--- config.mk ---
export PLATFORM = sky130hd
export DESIGN_NAME = bitmap_first_fit_allocator
export DESIGN_NICKNAME = d
export VERILOG_FILES = /design/src/rtl/bffa_pkg.sv /design/src/rtl/bffa_cell.sv /design/src/rtl/bffa_ctrl.sv /design/src/rtl/bitmap_first_fit_allocator.sv
export VERILOG_INCLUDE_DIRS = /design/src /design/src/rtl
export SDC_FILE = /design/constraint.sdc
export NUM_CORES = 1
export LEC_CHECK = 0
export ABC_AREA = 1
export BUFFER_PORTS_ARGS = -buffer_cell sky130_fd_sc_hd__buf_2
export CORE_MARGIN = 2
export CORE_UTILIZATION = 25
export CTS_CLUSTER_DIAMETER = 40
export CTS_CLUSTER_SIZE = 16
export DETAILED_ROUTE_END_ITERATION = 12
export GPL_TIMING_DRIVEN = 0
export SETUP_SLACK_MARGIN = 0.1
export SYNTH_ARGS = -nofsm -noshare
export SYNTH_HDL_FRONTEND = slang
export SYNTH_SLANG_ARGS = --single-unit
export TNS_END_PERCENT = 10
--- constraint.sdc ---
create_clock -name i_clk -period 4.4 [get_ports i_clk]
set_input_delay 0.66 -clock i_clk [delete_from_list [all_inputs] [get_ports i_clk]]
set_output_delay 0.66 -clock i_clk [all_outputs]
set_load 0.05 [all_outputs]
--- src/rtl/bitmap_first_fit_allocator_defines.svh ---
// ----------------------------------------------------------------------------
// Bitmap first-fit allocator: assertion macros
// Shared concurrent assertion forms. They sample on i_clk and are disabled
// while i_rst_n is low, so the module that uses them must have both ports.
// ----------------------------------------------------------------------------
`ifndef BITMAP_FIRST_FIT_ALLOCATOR_DEFINES_SVH
`define BITMAP_FIRST_FIT_ALLOCATOR_DEFINES_SVH

`ifndef SYNTHESIS

// The consequent must hold in the same cycle as the antecedent.
`define BFFA_ASSERT_NOW(lbl, ante, cons) \
    lbl: assert property (@(posedge i_clk) disable iff (!i_rst_n) (ante) |-> (cons)) \
        else $error("bffa assertion failed");

// The consequent must hold in the cycle after the antecedent.
`define BFFA_ASSERT_NEXT(lbl, ante, cons) \
    lbl: assert property (@(posedge i_clk) disable iff (!i_rst_n) (ante) |=> (cons)) \
        else $error("bffa assertion failed");

`else

`define BFFA_ASSERT_NOW(lbl, ante, cons)
`define BFFA_ASSERT_NEXT(lbl, ante, cons)

`endif

`endif

--- src/rtl/bffa_pkg.sv ---
// ----------------------------------------------------------------------------
// Bitmap first-fit allocator package
// Field widths, operation codes and the control word broadcast to the cells.
// ----------------------------------------------------------------------------
package bffa_pkg;

    localparam int SIZE_W  = 7;
    localparam int START_W = 6;

    localparam logic KIND_ALLOC = 1'b0;
    localparam logic KIND_FREE  = 1'b1;

    // Control word for one map cell. When shift is high the cell takes its
    // neighbor's bit, forced to one by set or to zero by clr.
    typedef struct packed {
        logic shift;
        logic set;
        logic clr;
    } t_cell_ctl;

endpackage

--- src/rtl/bffa_cell.sv ---
// ----------------------------------------------------------------------------
// Occupancy map cell
// Holds one occupancy bit and loads the bit of its neighbor on every shift.
// ----------------------------------------------------------------------------
module bffa_cell
    import bffa_pkg::*;
(
    input  logic      i_clk,
    input  logic      i_rst_n,
    input  t_cell_ctl i_ctl,
    input  logic      i_din,
    output logic      o_q
);

    logic r_bit;
    logic n_bit;

    always_comb begin
        n_bit = r_bit;
        if (i_ctl.shift) begin
            n_bit = (i_din | i_ctl.set) & ~i_ctl.clr;
        end
    end

    always_ff @(posedge i_clk) begin
        if (!i_rst_n) begin
            r_bit <= 1'b0;
        end else begin
            r_bit <= n_bit;
        end
    end

    assign o_q = r_bit;

endmodule

--- src/rtl/bffa_ctrl.sv ---
// ----------------------------------------------------------------------------
// Allocator sequencer
// Rotates the map once past the head cell per pass, counts free runs during
// a search, and drives the set or clear window onto the bit that re-enters
// at the tail. Holds the result register of the output channel.
// ----------------------------------------------------------------------------
`include "bitmap_first_fit_allocator_defines.svh"

module bffa_ctrl
    import bffa_pkg::*;
#(
    parameter int UNITS = 64
) (
    input  logic               i_clk,
    input  logic               i_rst_n,
    input  logic               i_in_valid,
    output logic               o_in_stall,
    input  logic               i_kind,
    input  logic [SIZE_W-1:0]  i_size_units,
    input  logic [START_W-1:0] i_free_start,
    input  logic               i_head,
    output t_cell_ctl          o_tail_ctl,
    output logic               o_out_valid,
    input  logic               i_out_stall,
    output logic               o_granted,
    output logic [START_W-1:0] o_start_unit
);

    localparam int IW = (UNITS > 1) ? $clog2(UNITS) : 1;
    localparam int CW = $clog2(UNITS + 1);
    localparam int WW = (CW > SIZE_W) ? CW : SIZE_W;
    localparam int XW = WW + 1;

    typedef enum logic [4:0] {
        ST_IDLE   = 5'b00001,
        ST_SEARCH = 5'b00010,
        ST_MARK   = 5'b00100,
        ST_FREE   = 5'b01000,
        ST_DONE   = 5'b10000
    } t_state;

    t_state             r_state, n_state;
    logic [SIZE_W-1:0]  r_size, n_size;
    logic [START_W-1:0] r_start, n_start;
    logic [CW-1:0]      r_pos, n_pos;
    logic [WW-1:0]      r_run, n_run;
    logic               r_found, n_found;
    logic [IW-1:0]      r_loc, n_loc;
    logic               r_out_valid, n_out_valid;
    logic               r_granted, n_granted;
    logic [START_W-1:0] r_start_unit, n_start_unit;

    logic [XW-1:0] pos_x, size_x, start_x, loc_x, run_x, in_size_x, loc_calc;
    logic [WW-1:0] run_step;
    logic          last, hit, in_acc, out_free, shift;

    always_comb begin
        pos_x     = XW'(r_pos);
        size_x    = XW'(r_size);
        start_x   = XW'(r_start);
        loc_x     = XW'(r_loc);
        in_size_x = XW'(i_size_units);
        run_step  = i_head ? '0 : r_run + WW'(1);
        run_x     = XW'(run_step);
        loc_calc  = pos_x + XW'(1) - size_x;
        last      = (r_pos == CW'(UNITS - 1));
        hit       = !r_found && (run_x == size_x);
        in_acc    = i_in_valid && (r_state == ST_IDLE);
        out_free  = !r_out_valid || !i_out_stall;
        shift     = r_state inside {ST_SEARCH, ST_MARK, ST_FREE};
    end

    always_comb begin
        o_tail_ctl.shift = shift;
        o_tail_ctl.set   = (r_state == ST_MARK)
                           && (pos_x >= loc_x) && (pos_x < loc_x + size_x);
        o_tail_ctl.clr   = (r_state == ST_FREE)
                           && (pos_x >= start_x) && (pos_x < start_x + size_x);
    end

    always_comb begin
        n_state      = r_state;
        n_size       = r_size;
        n_start      = r_start;
        n_pos        = r_pos;
        n_run        = r_run;
        n_found      = r_found;
        n_loc        = r_loc;
        n_out_valid  = r_out_valid && i_out_stall;
        n_granted    = r_granted;
        n_start_unit = r_start_unit;

        case (r_state)
            ST_IDLE: begin
                if (in_acc) begin
                    n_size  = i_size_units;
                    n_start = i_free_start;
                    n_pos   = '0;
                    n_run   = '0;
                    n_loc   = '0;
                    if (i_kind == KIND_FREE) begin
                        n_found = 1'b1;
                        n_state = ST_FREE;
                    end else if ((i_size_units != '0) && (in_size_x <= XW'(UNITS))) begin
                        n_found = 1'b0;
                        n_state = ST_SEARCH;
                    end else begin
                        n_found = 1'b0;
                        n_state = ST_DONE;
                    end
                end
            end
            ST_SEARCH: begin
                n_run = run_step;
                n_pos = r_pos + CW'(1);
                if (hit) begin
                    n_found = 1'b1;
                    n_loc   = loc_calc[IW-1:0];
                end
                if (last) begin
                    n_pos   = '0;
                    n_state = (r_found || hit) ? ST_MARK : ST_DONE;
                end
            end
            ST_MARK, ST_FREE: begin
                n_pos = r_pos + CW'(1);
                if (last) begin
                    n_pos   = '0;
                    n_state = ST_DONE;
                end
            end
            ST_DONE: begin
                // Wait here if the previous result has not been taken yet.
                if (out_free) begin
                    n_out_valid  = 1'b1;
                    n_granted    = r_found;
                    n_start_unit = loc_x[START_W-1:0];
                    n_state      = ST_IDLE;
                end
            end
            default: begin
                n_state = ST_IDLE;
            end
        endcase
    end

    always_ff @(posedge i_clk) begin
        if (!i_rst_n) begin
            r_state     <= ST_IDLE;
            r_out_valid <= 1'b0;
        end else begin
            r_state     <= n_state;
            r_out_valid <= n_out_valid;
        end
    end

    always_ff @(posedge i_clk) begin
        r_size       <= n_size;
        r_start      <= n_start;
        r_pos        <= n_pos;
        r_run        <= n_run;
        r_found      <= n_found;
        r_loc        <= n_loc;
        r_granted    <= n_granted;
        r_start_unit <= n_start_unit;
    end

    assign o_in_stall   = (r_state != ST_IDLE);
    assign o_out_valid  = r_out_valid;
    assign o_granted    = r_granted;
    assign o_start_unit = r_start_unit;

    `BFFA_ASSERT_NEXT(a_acc_busy, in_acc, r_state != ST_IDLE)
    `BFFA_ASSERT_NEXT(a_search_one_pass, (r_state == ST_SEARCH) && last, r_state != ST_SEARCH)
    `BFFA_ASSERT_NOW(a_run_fits, r_state == ST_MARK, r_found && (loc_x + size_x <= XW'(UNITS)))
    `BFFA_ASSERT_NOW(a_deny_zero, r_out_valid && !r_granted, r_start_unit == '0)
    `BFFA_ASSERT_NEXT(a_result_held, r_out_valid && i_out_stall,
                      r_out_valid && $stable(r_granted) && $stable(r_start_unit))

endmodule

--- src/rtl/bitmap_first_fit_allocator.sv ---
// Allocate: when granted, the result is registered after a search pass and then a mark pass,
// after the search pass alone when no run fits, and with no pass when size is zero or exceeds UNITS.
// Free: result registered after one clearing pass.
// Each pass rotates the cell chain once past the head; one item is in work at a time.
// Synchronous reset clears the whole map (all units free) and empties the result register.
// ----------------------------------------------------------------------------
// Bitmap first-fit allocator
// Occupancy map held in a ring of one-bit cells that rotates past a sequencer.
// ----------------------------------------------------------------------------
module bitmap_first_fit_allocator
    import bffa_pkg::*;
#(
    parameter int UNITS = 64
) (
    input  logic               i_clk,
    input  logic               i_rst_n,
    input  logic               i_in_valid,
    output logic               o_in_stall,
    input  logic               i_kind,
    input  logic [SIZE_W-1:0]  i_size_units,
    input  logic [START_W-1:0] i_free_start,
    output logic               o_out_valid,
    input  logic               i_out_stall,
    output logic               o_granted,
    output logic [START_W-1:0] o_start_unit
);

    logic      cell_q [UNITS];
    t_cell_ctl tail_ctl;
    t_cell_ctl body_ctl;

    // Only the tail cell sees the set or clear window; the rest just shift.
    always_comb begin
        body_ctl.shift = tail_ctl.shift;
        body_ctl.set   = 1'b0;
        body_ctl.clr   = 1'b0;
    end

    bffa_ctrl #(
        .UNITS (UNITS)
    ) u_ctrl (
        .i_clk        (i_clk),
        .i_rst_n      (i_rst_n),
        .i_in_valid   (i_in_valid),
        .o_in_stall   (o_in_stall),
        .i_kind       (i_kind),
        .i_size_units (i_size_units),
        .i_free_start (i_free_start),
        .i_head       (cell_q[0]),
        .o_tail_ctl   (tail_ctl),
        .o_out_valid  (o_out_valid),
        .i_out_stall  (i_out_stall),
        .o_granted    (o_granted),
        .o_start_unit (o_start_unit)
    );

    for (genvar k = 0; k < UNITS; k++) begin : g_cell
        if (k == UNITS - 1) begin : g_tail
            bffa_cell u_cell (
                .i_clk   (i_clk),
                .i_rst_n (i_rst_n),
                .i_ctl   (tail_ctl),
                .i_din   (cell_q[0]),
                .o_q     (cell_q[k])
            );
        end else begin : g_body
            bffa_cell u_cell (
                .i_clk   (i_clk),
                .i_rst_n (i_rst_n),
                .i_ctl   (body_ctl),
                .i_din   (cell_q[k+1]),
                .o_q     (cell_q[k])
            );
        end
    end

endmodule
# ---- Word-level counts from Yosys, hierarchy flattened
# Cells that the tools add are included.
dict set report totals {
  regBits 111
  in_bits 18
  output_inout_bits 9
  word_cells 148
}
dict set report op_classes {
  n_addsub 6
  order_cmp 5
  eq_ne 13
  mux 22
  n_bitwise 3
  n_reduce_logical 25
}
# cell n
set op_table {}
lappend op_table {{two-way mux 5 bit} 7}
lappend op_table {{case mux 7 bit (2 select lines)} 2}
lappend op_table {{two-way mux 7 bit} 3}
lappend op_table {{case mux 5 bit (4 select lines)} 1}
lappend op_table {{adder 6 x 7 -> 8 bit} 2}
lappend op_table {{< comparator 7 x 8 -> 1 bit} 2}
lappend op_table {{adder 7 x 1 -> 7 bit (second input constant)} 2}
lappend op_table {{greater-or-equal comparator 7 x 6 -> 1 bit} 2}
lappend op_table {{two-way mux 6 bit} 2}
lappend op_table {{case mux 6 bit (2 select lines)} 1}
lappend op_table {{!= test 2 x 1 -> 1 bit (second input constant)} 5}
lappend op_table {{logical AND 1 bit} 8}
lappend op_table {{AND reduction 2 bit} 4}
lappend op_table {{== test 7 x 6 -> 1 bit (second input constant)} 1}
lappend op_table {{== test 7 bit} 1}
lappend op_table {{<= comparator 7 bit (second input constant)} 1}
lappend op_table {{nonzero test 7 bit} 1}
lappend op_table {{adder 6 x 1 -> 6 bit (second input constant)} 1}
lappend op_table {{subtractor 6 bit} 1}
lappend op_table {{== test 5 x 1 -> 1 bit (second input constant)} 1}
lappend op_table {{== test 5 x 2 -> 1 bit (second input constant)} 1}
lappend op_table {{== test 5 x 3 -> 1 bit (second input constant)} 1}
lappend op_table {{== test 5 x 4 -> 1 bit (second input constant)} 1}
lappend op_table {{== test 5 bit (second input constant)} 1}
lappend op_table {{14 further kinds} 22}

# ---- Depth between registers and ports, before layout
dict set report depth {
  word_depth 8
  depth_mapped 17
  ltp_nobuf 17
}

# ---- Modules after synthesis
# From an unflattened synthesis, not the netlist that was laid out.
dict set report unflattened {
  cells_unflattened 706
  area_unflattened_um2 5880.6
}
# mod n_inst cells_each area_each_um2 seq_area_each_um2
set by_module_without_submodules {}
lappend by_module_without_submodules {bffa_ctrl 1 385 3394.5 1351.3}
lappend by_module_without_submodules {bffa_cell 64 5 38.8 20.0}
lappend by_module_without_submodules {bitmap_first_fit_allocator 1 1 3.8 0.0}

# ---- Least setup slack after synthesis
# No wires, ideal clock.
dict set report synth_timing {
  kind {register to register}
  start {register u_ctrl.r_state[3]}
  end {register u_ctrl.r_found (enable)}
  setup_ps 324
  arrival_ps 2610
  required_time_ps 4076
  slack_ps 1466
  stages_incl_launch_ff 7
  n_path_buf 0
  synth_period_minus_slack_ps 2934
  cell_sequence {dfxtp_1 -> nor2_1 -> nand4_1 -> nor2_1 -> inv_1 -> nand2_1 -> o21a_1}
}
dict set report synth_via {
  elab_chain_len 4
  word_cells_on_any_way 7
  classes_between {eq/ne: 4; reduce/logical: 3}
}
# item line
set synth_lines {}
lappend synth_lines {{start, declared} bffa_ctrl.sv:42} ;# t_state r_state, n_state;
lappend synth_lines {{start signal, assigned} bffa_ctrl.sv:152} ;# r_state <= n_state;
lappend synth_lines {{== test 5 x 1 -> 1 bit} {bffa_ctrl.sv:68, bffa_ctrl.sv:93}}
lappend synth_lines {{logical AND 1 bit} bffa_ctrl.sv:68} ;# in_acc = i_in_valid && (r_state == ST_IDLE);
lappend synth_lines {{!= test 2 x 1 -> 1 bit (no source line)} n/a}
lappend synth_lines {{AND reduction 3 bit (no source line) (*)} n/a}
lappend synth_lines {{end signal, assigned} bffa_ctrl.sv:162} ;# r_found <= n_found;
lappend synth_lines {{end, declared} bffa_ctrl.sv:47} ;# logic r_found, n_found;
# Mark *: on every way between the ends. The rest lies on a longest branch, timed or not.
# A chain may end at the register's enable or synchronous reset.

# ---- Worst setup path in the final report
dict set report layout_timing {
  start {register u_ctrl.r_size[0]}
  end {register g_cell[63].g_tail.u_cell.r_bit}
}
dict set report layout_via {
  elab_chain_len 5
  word_cells_on_any_way 9
  classes_between {add/sub: 2; order compare: 2; bitwise: 3; reduce/logical: 2}
}
# item line
set layout_lines {}
lappend layout_lines {{start, declared} bffa_ctrl.sv:43} ;# logic [SIZE_W-1:0] r_size, n_size;
lappend layout_lines {{start signal, assigned} bffa_ctrl.sv:158} ;# r_size <= n_size;
lappend layout_lines {{adder 6 x 7 -> 8 bit (on tied branches)} {bffa_ctrl.sv:76, bffa_ctrl.sv:78}}
lappend layout_lines {{< comparator 7 x 8 -> 1 bit (on tied branches)} {bffa_ctrl.sv:76, bffa_ctrl.sv:78}}
lappend layout_lines {{logical AND 1 bit (on tied branches)} {bffa_ctrl.sv:76, bffa_ctrl.sv:78}}
lappend layout_lines {{bitwise OR 1 bit or inverter 1 bit (tied branches)} bffa_cell.sv:21} ;# n_bit = (i_din | i_ctl.set) & ~i_ctl.clr;
lappend layout_lines {{bitwise AND 1 bit (*)} bffa_cell.sv:21}
lappend layout_lines {{end signal, assigned} bffa_cell.sv:29} ;# r_bit <= n_bit;
lappend layout_lines {{end, declared} bffa_cell.sv:15} ;# logic r_bit;
# Marks and branches as above.

==> Implementation_results.wiki <==
{| class="wikitable"
! Metric !! Value
|-
| Final setup margin || 1.52 ns
|-
| Post-Syn Area per Cell || 8.44 um2
|-
| # rows || 55
|-
| Headroom to the max-slew limit || 32.1%
|-
| Final global-route overflow total || 0
|-
| Cell taking the most area after synthesis || dfxtp_1
|-
| Global placer's final weighted congestion || 0.841
|-
| Post-placement cell count || 984
|-
| Post-synth top cells || 187 x nand2_1, 90 x a21oi_1, 70 x dfxtp_1, 66 x inv_1, 47 x ha_1
|-
| Number of synthesis warnings || 0
|-
| Main area contributors after synthesis || dfxtp_1 25%, edfxtp_1 22%, nand2_1 12%
|-
| Critical path cell sequence || ha_1 -> fa_1 -> a21oi_1 -> o21bai_1 -> nand2_1 -> nand2_1 -> a21oi_1 -> xor2_1 -> ha_1 -> nand3_1 -> nor2_1 -> nor2_1 -> nand3_1 -> nand2_1 -> inv_1 -> nand2_1 -> a21oi_1
|-
| Number of global-route vias before repair || 4048
|-
| Async S/R FF share, synth || 0%
|-
| Result of the run || finished, final reports clean
|-
| Most frequently used flop master after synthesis || dfxtp_1
|-
| LEAKAGE || 2.60 nW
|-
| Die height || 155 um
|-
| Minimum hold slack || 0.460 ns
|-
| Count of flip-flops with a built-in enable after synthesis || 41
|-
| Master cell of the clock root buffer || clkbuf_16
|-
| Final HPWL from detailed placement || 8830 um
|-
| CTS tree || built
|-
| Max capacitance violation total || 0
|-
| Type of the most critical hold path || reg -> reg
|-
| Layout net count || 778
|-
| Proportion of synthesized chip area in sequential cells || 46.4%
|-
| Top-Level Pins || 27
|-
| Number of pins exceeding their max-slew limit in the final report || 0
|-
| Sum of buffers and inverters on the critical path || 1
|-
| First-pass GRT wire length || 19700 um
|-
| Fraction of final layout cells sized beyond drive strength 1 || 10.6%
|-
| Launch point of the critical path || u_ctrl.r_size[0]
|-
| Area share of the leading cell type in the synthesized netlist || 24.7%
|-
| Hold_buf cts || 0
|-
| Finished Cell Area || 6450 um2
|-
| Post-DP Area || 6170 um2
|-
| Antenna diode count || 0
|-
| Cells after synthesis || 673
|-
| Clock Path Buffers || 2
|-
| Clock slew at the register clock pins of the worst setup and hold paths || 0.07 ns
|-
| Routed vias || 4368
|-
| Nets in the synthesized netlist || 741
|-
| Delay contributed by the slowest stage of the critical path || 0.46 ns
|-
| Number of antenna-violating nets in the routed design || 0
|-
| Final routed DRC violation total || 0
|-
| Most common cell in the netlist || nand2_1
|-
| Maximum clock skew at final layout || 0.00695 ns
|-
| Maximum number of pins on one net before global-route repair || 20
|-
| # clock sinks || 111
|-
| Number of unique standard cell types used by synthesis || 34
|-
| Detail-routed via count per cell || 4.37
|-
| Number of buffers inserted by port buffering || 26
|-
| Post-CTS Setup Repair Bufs || 0
|-
| Drt first-iter violations || 215
|-
| First-pass detailed-route iteration total || 5
|-
| Final cell utilization of the core || 28.7%
|-
| Maximum vdd ir drop || 0.000206 V
|-
| Cell with the largest stage delay on the worst path || fa_1
|-
| Peak clock frequency supported by timing || 347 MHz
|-
| Startpoint of the lowest-slack register-to-register path || u_ctrl.r_size[0]
|-
| Total power of the final layout || 4.20 mW
|-
| Share of the cycle needed by the critical path after routing || 65.5%
|-
| Post-Place Setup Slack || 1.52 ns
|-
| Launch point of the worst hold path || g_cell[30].g_body.u_cell.o_q
|-
| Critical Path End Type || flip-flop
|-
| CTS HTree Levels || 3
|-
| Number of buffers created by CTS || 9
|-
| Transition at the pin with the smallest max-transition slack || 1.02 ns
|-
| Classification of the worst setup path || reg -> reg
|-
| Starting Density || 25.2%
|-
| Post-route setup TNS || 0 ns
|-
| Fin. Hold Viols || 0
|-
| Dominant delay contributor by cell family on the critical path || adder cells
|-
| Unrepaired setup endpoints after global routing || false
|-
| Largest fanout on the critical path || 3
|-
| Latest clock arrival within the worst-skew pair || 0.36 ns
|-
| Die width || 155 um
|-
| Average detailed-routed wire length per instance || 11.8 um
|-
| Number of non-filler instances in the completed layout || 1000
|-
| CP arrival || 3.12 ns
|-
| Die area || 23900 um2
|-
| Resized cells post-CTS || 0
|-
| Critical path required time || 4.63 ns
|-
| Count of state elements after synthesis || 111
|-
| Cell repeated most along the worst path || nand2_1
|-
| Drt total wl || 11800 um
|-
| Final worst path period need || 2.88 ns
|-
| GRT Util Overall || 10.4%
|-
| Antenna violations before repair || 1
|-
| Setup crit start kind || flip-flop
|-
| Mapped Area || 5680 um2
|-
| CORE AREA || 22500 um2
|-
| Power Dens Cells || 651 nW/um2
|-
| Area growth, synth to finish || 13.6%
|-
| Final setup fails || 0
|}
[flip-flops by register name, summed over array words and instances (netlist names)]
name                      flops
g_cell.g_tail.u_cell.o_q      1
u_ctrl.r_size                 7
u_ctrl.o_out_valid            1
u_ctrl.o_granted              1
u_ctrl.r_start                6
g_cell.g_body.u_cell.o_q     63
u_ctrl.r_loc                  6
u_ctrl.o_start_unit           6
u_ctrl.r_run                  7
u_ctrl.r_state                5
u_ctrl.r_pos                  7
u_ctrl.r_found                1
[kinds of logic after synthesis]
logic type	Yosys count	synth area share [%]
XOR/XNOR	18	2.78
AO/OA/AOI/OAI	115	10.7
flip-flops	111	46.4
adder cells (fa/ha/maj)	50	11.4
AND/OR/NAND/NOR	285	21.3
buffers and inverters	94	7.45
[routing by layer]
layer  global-route usage (%)  share of wire, %  vias to the layer above  wire length [um]
met4                     3.22               1.3                        2               153
li1                         -                 -                     2296                 -
met2                     16.7                46                       73              5410
met5                        0              0.11                        -                13
met1                     13.2                48                     1979              5660
met3                     3.56               4.9                       18               577
[path summary, 6_finish.rpt]
path	depth (start not counted)	slack [ns]	end
worst max-delay path	17	1.52	g_cell[63].g_tail.u_cell.o_q
worst min-delay path	2	0.46	g_cell[30].g_body.u_cell.o_q
worst max register to register	17	1.52	g_cell[63].g_tail.u_cell.o_q
worst min register to register	2	0.46	g_cell[30].g_body.u_cell.o_q
[final cells by class]
cell class                      count  area (um2)
Fill cell                        2387       16100
Inverter                           70         263
Buffer                             24         160
Clock buffer                       10         229
Sequential cell                   111        2630
Multi-Input combinational cell    468        2630
Tap cell                          285         357
Timing Repair Buffer               26         130
Clock inverter                      6        55.1
[cell usage in the layout, fill, tap and decap left out, drive strengths merged, types with 5 or more instances in the layout]
cell type and instances:
inv 73, nand3 24, ha 47, edfxtp 41, dfxtp 70, nor3 5, nand4 14, xor2 13
clkbuf 18, a21oi 90, xnor2 5, nor2 46, buf 42, nand2 191, o21ai 15
[power breakdown]
group	switching [mW]	leakage [nW]	internal, mW	total (mW)
Combinational	1.16	1.50	0.734	1.89
Sequential	0.225	0.956	1.29	1.51
Clock	0.400	0.138	0.395	0.795
Total	1.79	2.60	2.42	4.20
[tightest hold or removal path: stages (launching register included)]
cell	delay (ns)
dfxtp_1	0.31
nand2_1	0.06
a21oi_1	0.05
(Power assumes the default switching activity.)
